File: src/hw/rtl/wpm_pkg.sv
`timescale 1ns / 1ps
`default_nettype none

package wpm_pkg;

  // Block sizing
  localparam int NUM_PATTERNS    = 4;
  localparam int PATTERN_MAX_LEN = 4;
  localparam int MAX_MATCHES     = 10;
  localparam int POSITION_BITS   = 16;

  localparam int CHAR_BITS     = 8;
  localparam int LEN_BITS      = 3;
  localparam int SLOT_BITS     = 4;
  localparam int INDEX_BITS    = 2;
  localparam int WINDOW_DEPTH  = PATTERN_MAX_LEN - 1;
  localparam int CFG_IDX_BITS  = 3;
  localparam int CFG_DATA_BITS = 32;

  localparam logic [LEN_BITS-1:0] LEN_SAT = 3'd7;

  // Configuration register indexes
  typedef enum logic [CFG_IDX_BITS-1:0] {
    REG_PATTERN_ZERO    = 3'd0,
    REG_PATTERN_ONE     = 3'd1,
    REG_PATTERN_TWO     = 3'd2,
    REG_PATTERN_THREE   = 3'd3,
    REG_PATTERN_LENGTHS = 3'd4
  } cfg_reg_t;

  typedef logic [CHAR_BITS-1:0] char_t;

  function automatic logic is_alnum(input char_t c);
    return (c >= 8'h30 && c <= 8'h39) || (c >= 8'h61 && c <= 8'h7a) ||
           (c >= 8'h41 && c <= 8'h5a);
  endfunction

  function automatic char_t to_lower(input char_t c);
    return (c >= 8'h41 && c <= 8'h5a) ? c + 8'd32 : c;
  endfunction

endpackage

`default_nettype wire

File: src/hw/rtl/wpm_char_if.sv
`timescale 1ns / 1ps
`default_nettype none

interface wpm_char_if;
  import wpm_pkg::*;

  logic                 valid;
  logic                 ready;
  logic [CHAR_BITS-1:0] text_char;
  logic                 end_of_text;

  modport source (output valid, output text_char, output end_of_text, input ready);
  modport sink   (input valid, input text_char, input end_of_text, output ready);
endinterface

`default_nettype wire

File: src/hw/rtl/wpm_result_if.sv
`timescale 1ns / 1ps
`default_nettype none

interface wpm_result_if;
  import wpm_pkg::*;

  logic                     valid;
  logic                     ready;
  logic [INDEX_BITS-1:0]    pattern_index;
  logic [POSITION_BITS-1:0] word_number;
  logic [SLOT_BITS-1:0]     occurrence_slot;
  logic                     last_of_run;

  modport source (output valid, output pattern_index, output word_number,
                  output occurrence_slot, output last_of_run, input ready);
  modport sink   (input valid, input pattern_index, input word_number,
                  input occurrence_slot, input last_of_run, output ready);
endinterface

`default_nettype wire

File: src/hw/rtl/word_pattern_match_counter.sv
`timescale 1ns / 1ps
`default_nettype none

// Results: a closing byte's results are loaded into the pending register when the byte is
// accepted, then move to the output register one per cycle while that register is free or read.
// Throughput: one byte per cycle while no results are pending; a closing byte that yields
// results holds off the next byte while the pending results drain to the output register.
// Reset (synchronous, active high) clears patterns, lengths, window, flags, counts
// and the word counter.
module word_pattern_match_counter (
  input  wire                               clk,
  input  wire                               rst,
  input  wire                               cfg_we,
  input  wire [wpm_pkg::CFG_IDX_BITS-1:0]   cfg_index,
  input  wire [wpm_pkg::CFG_DATA_BITS-1:0]  cfg_data,
  wpm_char_if.sink                          chars,
  wpm_result_if.source                      results
);
  import wpm_pkg::*;

  // Configuration, stored lowercased
  char_t [NUM_PATTERNS-1:0][PATTERN_MAX_LEN-1:0] patterns;
  logic  [NUM_PATTERNS*LEN_BITS-1:0]             pattern_lengths;

  // Word state
  char_t [WINDOW_DEPTH-1:0]                      window;
  logic  [LEN_BITS-1:0]                          len_seen;
  logic  [NUM_PATTERNS-1:0]                      found;
  logic  [NUM_PATTERNS-1:0][SLOT_BITS-1:0]       counts;
  logic  [POSITION_BITS-1:0]                     word_counter;

  // Results waiting for the output register
  logic  [NUM_PATTERNS-1:0]                      pend_mask;
  logic  [POSITION_BITS-1:0]                     pend_word;
  logic  [NUM_PATTERNS-1:0][SLOT_BITS-1:0]       pend_slot;

  // Output register
  logic                                          out_valid;
  logic  [INDEX_BITS-1:0]                        out_index;
  logic  [POSITION_BITS-1:0]                     out_word;
  logic  [SLOT_BITS-1:0]                         out_slot;
  logic                                          out_last;

  logic                          accept;
  logic                          alnum;
  char_t                         lc;
  logic  [LEN_BITS-1:0]          seen_inc;
  logic  [NUM_PATTERNS-1:0]      hit;
  logic  [NUM_PATTERNS-1:0]      found_next;
  logic                          close_word;
  logic  [NUM_PATTERNS-1:0]      emit;
  logic                          move;
  logic  [INDEX_BITS-1:0]        sel;
  logic  [NUM_PATTERNS-1:0]      rest;
  logic  [NUM_PATTERNS-1:0]      pend_mask_next;

  // Match the window plus the new character against each pattern
  always_comb begin
    logic [LEN_BITS-1:0] code;
    alnum    = is_alnum(chars.text_char);
    lc       = to_lower(chars.text_char);
    seen_inc = (len_seen < LEN_SAT) ? len_seen + 3'd1 : LEN_SAT;
    for (int p = 0; p < NUM_PATTERNS; p++) begin
      code = pattern_lengths[p*LEN_BITS +: LEN_BITS];
      case (code)
        3'd1: hit[p] = patterns[p][0] == lc;
        3'd2: hit[p] = patterns[p][1] == lc && patterns[p][0] == window[0];
        3'd3: hit[p] = patterns[p][2] == lc && patterns[p][1] == window[0] &&
                       patterns[p][0] == window[1];
        3'd4: hit[p] = patterns[p][3] == lc && patterns[p][2] == window[0] &&
                       patterns[p][1] == window[1] && patterns[p][0] == window[2];
        default: hit[p] = 1'b0;
      endcase
      hit[p] = hit[p] && alnum && (seen_inc >= code);
    end
    found_next = found | hit;
    close_word = (!alnum || chars.end_of_text) && (alnum || len_seen != '0);
    for (int p = 0; p < NUM_PATTERNS; p++) begin
      emit[p] = close_word && found_next[p] &&
                (counts[p] < SLOT_BITS'(MAX_MATCHES));
    end
  end

  // Pick the lowest pending pattern for the output register
  always_comb begin
    sel = '0;
    for (int p = NUM_PATTERNS - 1; p >= 0; p--) begin
      if (pend_mask[p]) begin
        sel = INDEX_BITS'(p);
      end
    end
    rest           = pend_mask & ~(NUM_PATTERNS'(1) << sel);
    move           = (pend_mask != '0) && (!out_valid || results.ready);
    pend_mask_next = move ? rest : pend_mask;
  end

  assign chars.ready = (pend_mask_next == '0);
  assign accept      = chars.valid && chars.ready;

  // Hold configuration; lowercase pattern bytes on write
  always_ff @(posedge clk) begin
    if (rst) begin
      patterns        <= '0;
      pattern_lengths <= '0;
    end else if (cfg_we) begin
      if (cfg_index < CFG_IDX_BITS'(NUM_PATTERNS)) begin
        for (int k = 0; k < PATTERN_MAX_LEN; k++) begin
          patterns[cfg_index[INDEX_BITS-1:0]][k] <= to_lower(cfg_data[k*CHAR_BITS +: CHAR_BITS]);
        end
      end else if (cfg_index == REG_PATTERN_LENGTHS) begin
        pattern_lengths <= cfg_data[NUM_PATTERNS*LEN_BITS-1:0];
      end
    end
  end

  // Advance word state on each accepted transaction
  always_ff @(posedge clk) begin
    if (rst) begin
      window       <= '0;
      len_seen     <= '0;
      found        <= '0;
      counts       <= '0;
      word_counter <= '0;
    end else if (accept) begin
      if (close_word) begin
        window   <= '0;
        len_seen <= '0;
        found    <= '0;
        for (int p = 0; p < NUM_PATTERNS; p++) begin
          if (emit[p]) begin
            counts[p] <= counts[p] + SLOT_BITS'(1);
          end
        end
        if (word_counter != '1) begin
          word_counter <= word_counter + POSITION_BITS'(1);
        end
      end else if (alnum) begin
        for (int i = WINDOW_DEPTH - 1; i > 0; i--) begin
          window[i] <= window[i-1];
        end
        window[0] <= lc;
        len_seen  <= seen_inc;
        found     <= found_next;
      end
    end
  end

  // Load pending results of a closed word, drain one per cycle while the output register is free or read
  always_ff @(posedge clk) begin
    if (rst) begin
      pend_mask <= '0;
    end else if (accept && emit != '0) begin
      pend_mask <= emit;
    end else begin
      pend_mask <= pend_mask_next;
    end
  end

  always_ff @(posedge clk) begin
    if (accept && emit != '0) begin
      pend_word <= word_counter;
      pend_slot <= counts;
    end
  end

  // Output register
  always_ff @(posedge clk) begin
    if (rst) begin
      out_valid <= 1'b0;
    end else if (move) begin
      out_valid <= 1'b1;
    end else if (results.ready) begin
      out_valid <= 1'b0;
    end
  end

  always_ff @(posedge clk) begin
    if (move) begin
      out_index <= sel;
      out_word  <= pend_word;
      out_slot  <= pend_slot[sel];
      out_last  <= (rest == '0);
    end
  end

  assign results.valid           = out_valid;
  assign results.pattern_index   = out_index;
  assign results.word_number     = out_word;
  assign results.occurrence_slot = out_slot;
  assign results.last_of_run     = out_last;

endmodule

`default_nettype wire
File: src/flat_wrapper.sv
// flat-port wrapper written by rule: the top's interface ports become plain ports
module word_pattern_match_counter_flat import wpm_pkg::*;
  (clk, rst, cfg_we, cfg_index, cfg_data, chars_valid, chars_text_char, chars_end_of_text, chars_ready, results_valid, results_pattern_index, results_word_number, results_occurrence_slot, results_last_of_run, results_ready);
  wpm_char_if chars_i ();
  wpm_result_if results_i ();
  input  wire clk;
  input  wire rst;
  input  wire cfg_we;
  input  wire [wpm_pkg::CFG_IDX_BITS-1:0] cfg_index;
  input  wire [wpm_pkg::CFG_DATA_BITS-1:0] cfg_data;
  input wire logic [$bits(chars_i.valid)-1:0] chars_valid;
  input wire logic [$bits(chars_i.text_char)-1:0] chars_text_char;
  input wire logic [$bits(chars_i.end_of_text)-1:0] chars_end_of_text;
  output wire logic [$bits(chars_i.ready)-1:0] chars_ready;
  output wire logic [$bits(results_i.valid)-1:0] results_valid;
  output wire logic [$bits(results_i.pattern_index)-1:0] results_pattern_index;
  output wire logic [$bits(results_i.word_number)-1:0] results_word_number;
  output wire logic [$bits(results_i.occurrence_slot)-1:0] results_occurrence_slot;
  output wire logic [$bits(results_i.last_of_run)-1:0] results_last_of_run;
  input wire logic [$bits(results_i.ready)-1:0] results_ready;
  assign chars_i.valid = chars_valid;
  assign chars_i.text_char = chars_text_char;
  assign chars_i.end_of_text = chars_end_of_text;
  assign chars_ready = chars_i.ready;
  assign results_valid = results_i.valid;
  assign results_pattern_index = results_i.pattern_index;
  assign results_word_number = results_i.word_number;
  assign results_occurrence_slot = results_i.occurrence_slot;
  assign results_last_of_run = results_i.last_of_run;
  assign results_i.ready = results_ready;
  word_pattern_match_counter u_core (.clk(clk), .rst(rst), .cfg_we(cfg_we), .cfg_index(cfg_index), .cfg_data(cfg_data), .chars(chars_i), .results(results_i));
endmodule
File: config.mk
export PLATFORM = sky130hd
export DESIGN_NAME = word_pattern_match_counter_flat
export DESIGN_NICKNAME = d
export VERILOG_FILES = /design/src/hw/rtl/wpm_pkg.sv /design/src/hw/rtl/wpm_char_if.sv /design/src/hw/rtl/wpm_result_if.sv /design/src/hw/rtl/word_pattern_match_counter.sv /design/src/flat_wrapper.sv
export SDC_FILE = /design/constraint.sdc
export NUM_CORES = 1
export LEC_CHECK = 0
export BUFFER_PORTS_ARGS = -buffer_cell sky130_fd_sc_hd__buf_2
export CAP_MARGIN = 0
export CORE_AREA = 5 5 182 184
export DETAILED_ROUTE_END_ITERATION = 10
export DIE_AREA = 0 0 187 189
export PLACE_DENSITY_LB_ADDON = 0.25
export SYNTH_ARGS = -nofsm -noshare
export SYNTH_HDL_FRONTEND = slang
export SYNTH_SLANG_ARGS = --single-unit
export TNS_END_PERCENT = 50
File: constraint.sdc
create_clock -name clk -period 13.42 [get_ports clk]
set_input_delay 2.013 -clock clk [delete_from_list [all_inputs] [get_ports clk]]
set_output_delay 2.013 -clock clk [all_outputs]
set_load 0.02 [all_outputs]
Word-level counts from Yosys, hierarchy flattened
Cells that the tools add are included.

Input port bits: 49. Logic and storage cells: 251. Output and inout port bits: 25. Register bits after elaboration: 263.

Shifts and indexed selects: 1. $add $sub $neg: 11. Multiplexer cells: 38. Eq/ne operators: 58. Bitwise gates (word level): 4. Order comparisons: 27. Reduce and logical (&&, ||, !) cells: 74.

Operators with widths (count): 128-bit bitwise mux (4); 8-bit == test (40); 32-bit demux with 2-bit select (4); 24-bit two-way mux (3); 1-bit logical AND (52); 8-bit by 7-bit >= comparator with 1-bit output (second input constant) (6); 8-bit by 7-bit less-or-equal comparator with 1-bit output (second input constant) (6); 8-bit two-way mux (6); 8-bit by 6-bit adder with 8-bit output (second input constant) (5); 32-bit two-way mux (1); 3-bit by 2-bit == test with 1-bit output (second input constant) (8); 4-bit two-way mux (5); 3-bit AND reduction (6); 16-bit by 1-bit adder with 16-bit output (second input constant) (1); 4-bit by 1-bit adder with 4-bit output (second input constant) (4); 4-bit less-than comparator (second input constant) (4); 16-bit two-way mux (1); 16-bit inequality test (second input constant) (1); 1-bit one-hot mux with 4 select lines (4); 3-bit == test (second input constant) (5); 3-bit by 1-bit == test with 1-bit output (second input constant) (4); 3-bit >= comparator (4); 3-bit two-way mux (3); 4-bit binary-select mux with 2-bit select (1); other kinds (20) (35).

Logic depth before layout (Yosys ltp)
Depth in word-level cells: 16. Mapped depth: 15. Gate-level depth less buffers: 12.

Worst setup path after synthesis
No wires, ideal clock.

Path type: input-to-reg. Start point: in chars_text_char[5]. End point: reg u_core.pend_slot[0] (netlist name), enable pin. Data arrival time: 6005 ps. Cell stages on the path: 15. Path slack: 6983 ps. Cells stage by stage: buf_2 inv_1 ha_1 nand4bb_1 buf_4 o22a_1 o21a_1 buf_6 buf_2 a211o_1 nor4_1 nor4_2 a31oi_4 nor3_1 a21oi_1.

Longest elaborated chain between the ends: 15. Elaborated cells on any way between the ends: 80. Those cells by class: 1 x add/sub; 6 x order compare; 16 x eq/ne; 5 x mux; 1 x bitwise; 51 x reduce/logical.

RTL lines: start, declared (RTL line flat_wrapper.sv:12) `input wire logic [$bits(chars_i.text_char)-1:0] chars_text_char;`; 8-bit by 7-bit >= comparator with 1-bit output or 8-bit by 7-bit less-or-equal comparator with 1-bit output (tied branches) (RTL line wpm_pkg.sv:35, wpm_pkg.sv:39); 1-bit logical AND (RTL line wpm_pkg.sv:35, wpm_pkg.sv:39); 8-bit two-way mux (RTL line wpm_pkg.sv:39) `return (c >= 8'h41 && c <= 8'h5a) ? c + 8'd32 : c;`; 8-bit == test (RTL line word_pattern_match_counter.sv:70) `3'd4: hit[p] = patterns[p][3] == lc && patterns[p][2] == window[0] &&`; 1-bit logical AND (2 in series) (RTL line word_pattern_match_counter.sv:70); 1-bit logical AND (RTL line word_pattern_match_counter.sv:71) `patterns[p][1] == window[1] && patterns[p][0] == window[2];`; 1-bit one-hot mux with 4 select lines (RTL line word_pattern_match_counter.sv:65) `case (code)`; 1-bit logical AND (2 in series) (RTL line word_pattern_match_counter.sv:74) `hit[p] = hit[p] && alnum && (seen_inc >= code);`; 4-bit bitwise OR (RTL line word_pattern_match_counter.sv:76) `found_next = found | hit;`; 1-bit logical AND (2 in series) (RTL line word_pattern_match_counter.sv:79) `emit[p] = close_word && found_next[p] &&`; 4-bit nonzero test * (RTL line word_pattern_match_counter.sv:160) `if (accept && emit != '0) begin`; 1-bit logical AND * (RTL line word_pattern_match_counter.sv:160); end signal, assigned (RTL line word_pattern_match_counter.sv:162) `pend_slot <= counts;`; end, declared (RTL line word_pattern_match_counter.sv:35) `logic [NUM_PATTERNS-1:0][SLOT_BITS-1:0] pend_slot;`.

Every way passes the cells marked *; elsewhere a longest branch is shown, timed or not. A chain may end at the register's enable or synchronous reset.

Final worst setup path
Start point: in chars_text_char[5]. End point: reg u_core.pend_word[11], enable pin.

Longest elaborated chain between the ends: 15. Elaborated cells on any way between the ends: 80. Those cells by class: 1 x add/sub; 6 x order compare; 16 x eq/ne; 5 x mux; 1 x bitwise; 51 x reduce/logical.

RTL lines: 8-bit by 7-bit >= comparator with 1-bit output or 8-bit by 7-bit less-or-equal comparator with 1-bit output (tied branches) (RTL line wpm_pkg.sv:35, wpm_pkg.sv:39); 1-bit logical AND (RTL line wpm_pkg.sv:35, wpm_pkg.sv:39); 8-bit two-way mux (RTL line wpm_pkg.sv:39); 8-bit == test (RTL line word_pattern_match_counter.sv:70); 1-bit logical AND (2 in series) (RTL line word_pattern_match_counter.sv:70); 1-bit logical AND (RTL line word_pattern_match_counter.sv:71); 1-bit one-hot mux with 4 select lines (RTL line word_pattern_match_counter.sv:65); 1-bit logical AND (2 in series) (RTL line word_pattern_match_counter.sv:74); 4-bit bitwise OR (RTL line word_pattern_match_counter.sv:76); 1-bit logical AND (2 in series) (RTL line word_pattern_match_counter.sv:79); 4-bit nonzero test * (RTL line word_pattern_match_counter.sv:160); 1-bit logical AND * (RTL line word_pattern_match_counter.sv:160); end signal, assigned (RTL line word_pattern_match_counter.sv:161) `pend_word <= word_counter;`; end, declared (RTL line word_pattern_match_counter.sv:34) `logic [POSITION_BITS-1:0] pend_word;`.

Marked as above.

==> impl_metrics.env <==
export IMPL_status="finished clean"
export IMPL_fp_dieH_um=189
export IMPL_hp_class="reg -> reg"
export IMPL_drt_total_wl_mm=52.9
export IMPL_cts_tree="built"
export IMPL_die_w_um=187
export IMPL_synth_nets=1849
export IMPL_rows=65
export IMPL_yosys_top_cells_area="dfxtp_1 28%, xnor2_1 13%, edfxtp_1 11%, xor2_1 5.5%, nand2_1 5.3%"
export IMPL_numCtsBuffers=28
export IMPL_worstReg2RegStart="u_core.window[0]"
export IMPL_post_route_drc_count=0
export IMPL_root_buffer="clkbuf_16"
export IMPL_post_place_ws_ns=6.31
export IMPL_syn_inst=1775
export IMPL_design_area_mm2=0.0164
export IMPL_slowest_stage="o21a_1"
export IMPL_crit_chain="buf_2, inv_1, ha_1, nand4bb_1, o22a_1, o21a_1, xnor2_1, or4_1, a41oi_2, o21ai_0, a21oi_4"
export IMPL_syn_area_per_cell_um2=8.50
export IMPL_cts_sinks=263
export IMPL_grt_usage_pct=29.1
export IMPL_synth_most_common_cell="xnor2_1"
export IMPL_fin_ws_ns=6.78
export IMPL_nets=1802
export IMPL_async_flop_share_pct=0
export IMPL_syn_area_mm2=0.0151
export IMPL_r2r_end="u_core.pend_word[11]"
export IMPL_seq_area_frac_synth_pct=38.6
export IMPL_period_minus_slack_ns=6.64
export IMPL_vias=13000
export IMPL_setup_viol=0
export IMPL_path_clk_slew_ns=0.06
export IMPL_synth_top_cell_by_area="dfxtp_1"
export IMPL_io_buffers=73
export IMPL_post_place_cells=2100
export IMPL_cts_resized=0
export IMPL_gp_congestion=1.02
export IMPL_grt_max_degree=141
export IMPL_synth_warning_count=0
export IMPL_max_slew_margin_rel_pct=17.3
export IMPL_crit_required_ns=13.60
export IMPL_ys_types=85
export IMPL_clock_fmax_mhz=151
export IMPL_fp_dieArea_mm2=0.0353
export IMPL_core_area_mm2=0.0312
export IMPL_routedWlPerCell_um=24.6
export IMPL_fin_cells=2151
export IMPL_path_class="in -> reg"
export IMPL_worst_pin_slew_ns=1.24
export IMPL_ys_ff_latch=263
export IMPL_synth_edf_count=55
export IMPL_ant_nets=0
export IMPL_clkLatencyLatePin_ns=0.57
export IMPL_drtPass1Iterations=5
export IMPL_ir_drop_mv=0.103
export IMPL_holdWs_ns=0.416
export IMPL_slew_violations=0
export IMPL_period_share_pct=49.5
export IMPL_htree_levels=1
export IMPL_io_pins=74
export IMPL_final_core_util_pct=52.4
export IMPL_final_seq_area_mm2=0.00582
export IMPL_rsz0062_at_grt="no"
export IMPL_crit_start="chars_text_char[5]"
export IMPL_total_power_mw=1.83
export IMPL_p_leak_nw=5.53
export IMPL_synth_top_area_share_pct=27.6
export IMPL_layout_drive_gt1_share_pct=8.69
export IMPL_max_stage_delay_ns=0.83
export IMPL_p_per_area_mw_per_mm2=112
export IMPL_cp_max_fo=32
export IMPL_multi_input_area_mm2=0.00851
export IMPL_viasPerCell=6.03
export IMPL_ys_flop_type="dfxtp_1"
export IMPL_gr_total_overflow=0
export IMPL_start_util_pct=48.3
export IMPL_drtIter0Drc=1260
export IMPL_fill_cells=2981
export IMPL_antenna_found_initial=0
export IMPL_hpwl_mm=39.0
export IMPL_endpoint="u_core.pend_word[11]"
export IMPL_synth_commonest_cells="216 x xnor2_1, 212 x nand2_1, 208 x dfxtp_1"
export IMPL_rrSetupSlack_ns=9.11
export IMPL_syn_to_final_growth_pct=8.54
export IMPL_cp_arrival_ns=6.82
export IMPL_setup_tns_ns=0
export IMPL_clock_path_buffers=3
export IMPL_diodes=0
export IMPL_hold_buffers=0
export IMPL_place_area_mm2=0.0154
export IMPL_cp_start_kind="input port"
export IMPL_finalHoldViolCount=0
export IMPL_cap_violations=0
export IMPL_grt_pass1_wl_mm=79.3
export IMPL_grt_pass1_vias=12200
export IMPL_final_setup_skew_ns=0.0133
export IMPL_r2r_cells=9
export IMPL_endpoint_kind="flip-flop"
export IMPL_cts_setup_buffers=0
==> per-layer routing <==
metal  global-route usage [%]  up-vias  routed length [um]
met4                     14.4        0                3370
met1                     39.2     6183               22500
li1                         -     6070                   -
met5                        0        -                   0
met2                     45.5      553               23100
met3                     5.00      155                4010
==> kinds of logic (layout without fill, tap and decap cells) <==
group,count (synthesis),count (layout),share of synthesized area (%)
fa+ha+maj,26,26,2.14
mux,16,16,1.08
compound gates,351,351,15.6
flops,263,263,38.6
buf+inv,192,166,5.15
simple gates,617,617,19.4
xor+xnor,310,310,18.0
==> flip-flops by register name (all words and copies together) (netlist names) <==
name,cells
u_core.len_seen,3
u_core.pend_word,16
u_core.pend_mask,4
u_core.results.valid,1
u_core.patterns,128
u_core.results.occurrence_slot,4
u_core.results.word_number,16
u_core.counts,16
u_core.word_counter,16
u_core.pattern_lengths,12
u_core.window,24
u_core.results.last_of_run,1
u_core.results.pattern_index,2
u_core.pend_slot,16
u_core.found,4
==> cell usage in the layout, fill, tap and decap left out, types with 31 or more instances in the layout <==
cell type,count
nor4_1,33
dfxtp_1,208
buf_2,72
nor2_1,162
nand4_1,56
edfxtp_1,55
xor2_1,94
nor3_1,31
a21oi_1,147
nand2_1,212
a211oi_1,45
xnor2_1,216
inv_1,31
==> power breakdown <==
group	total (mW)	internal, mW	switching (mW)
Sequential	0.842	0.815	0.0270
Combinational	0.178	0.0615	0.117
Clock	0.812	0.485	0.327
==> final cells by class <==
cell class	count	area share, %
Sequential cell	263	35.5
Inverter	32	0.734
Timing Repair Buffer	83	2.73
Multi-Input combinational cell	1320	52.0
Tap cell	402	3.07
Clock inverter	9	0.917
Clock buffer	42	5.05
==> worst max-delay path: cells and delay by family <==
family                   cells  cell delay, ns
adder cells (fa/ha/maj)      1            0.26
XOR/XNOR                     1            0.12
AND/OR/NAND/NOR              2            0.81
buffers and inverters        2            0.64
AO/OA/AOI/OAI                5            2.95
==> worst min-delay path by stage <==
stage,startpoint,endpoint,depth (start not counted)
2_1_floorplan,u_core.pend_word[0],u_core.results.word_number[0],0
3_3_place_gp,u_core.pend_word[7],u_core.results.word_number[7],0
3_5_place_dp,u_core.pend_word[2],u_core.results.word_number[2],0
4_1_cts,u_core.pend_word[2],u_core.results.word_number[2],0
5_1_grt,u_core.pend_word[2],u_core.results.word_number[2],0
6_report,u_core.pend_word[2],u_core.results.word_number[2],0
Note: power is estimated with default switching activity, not from simulation.
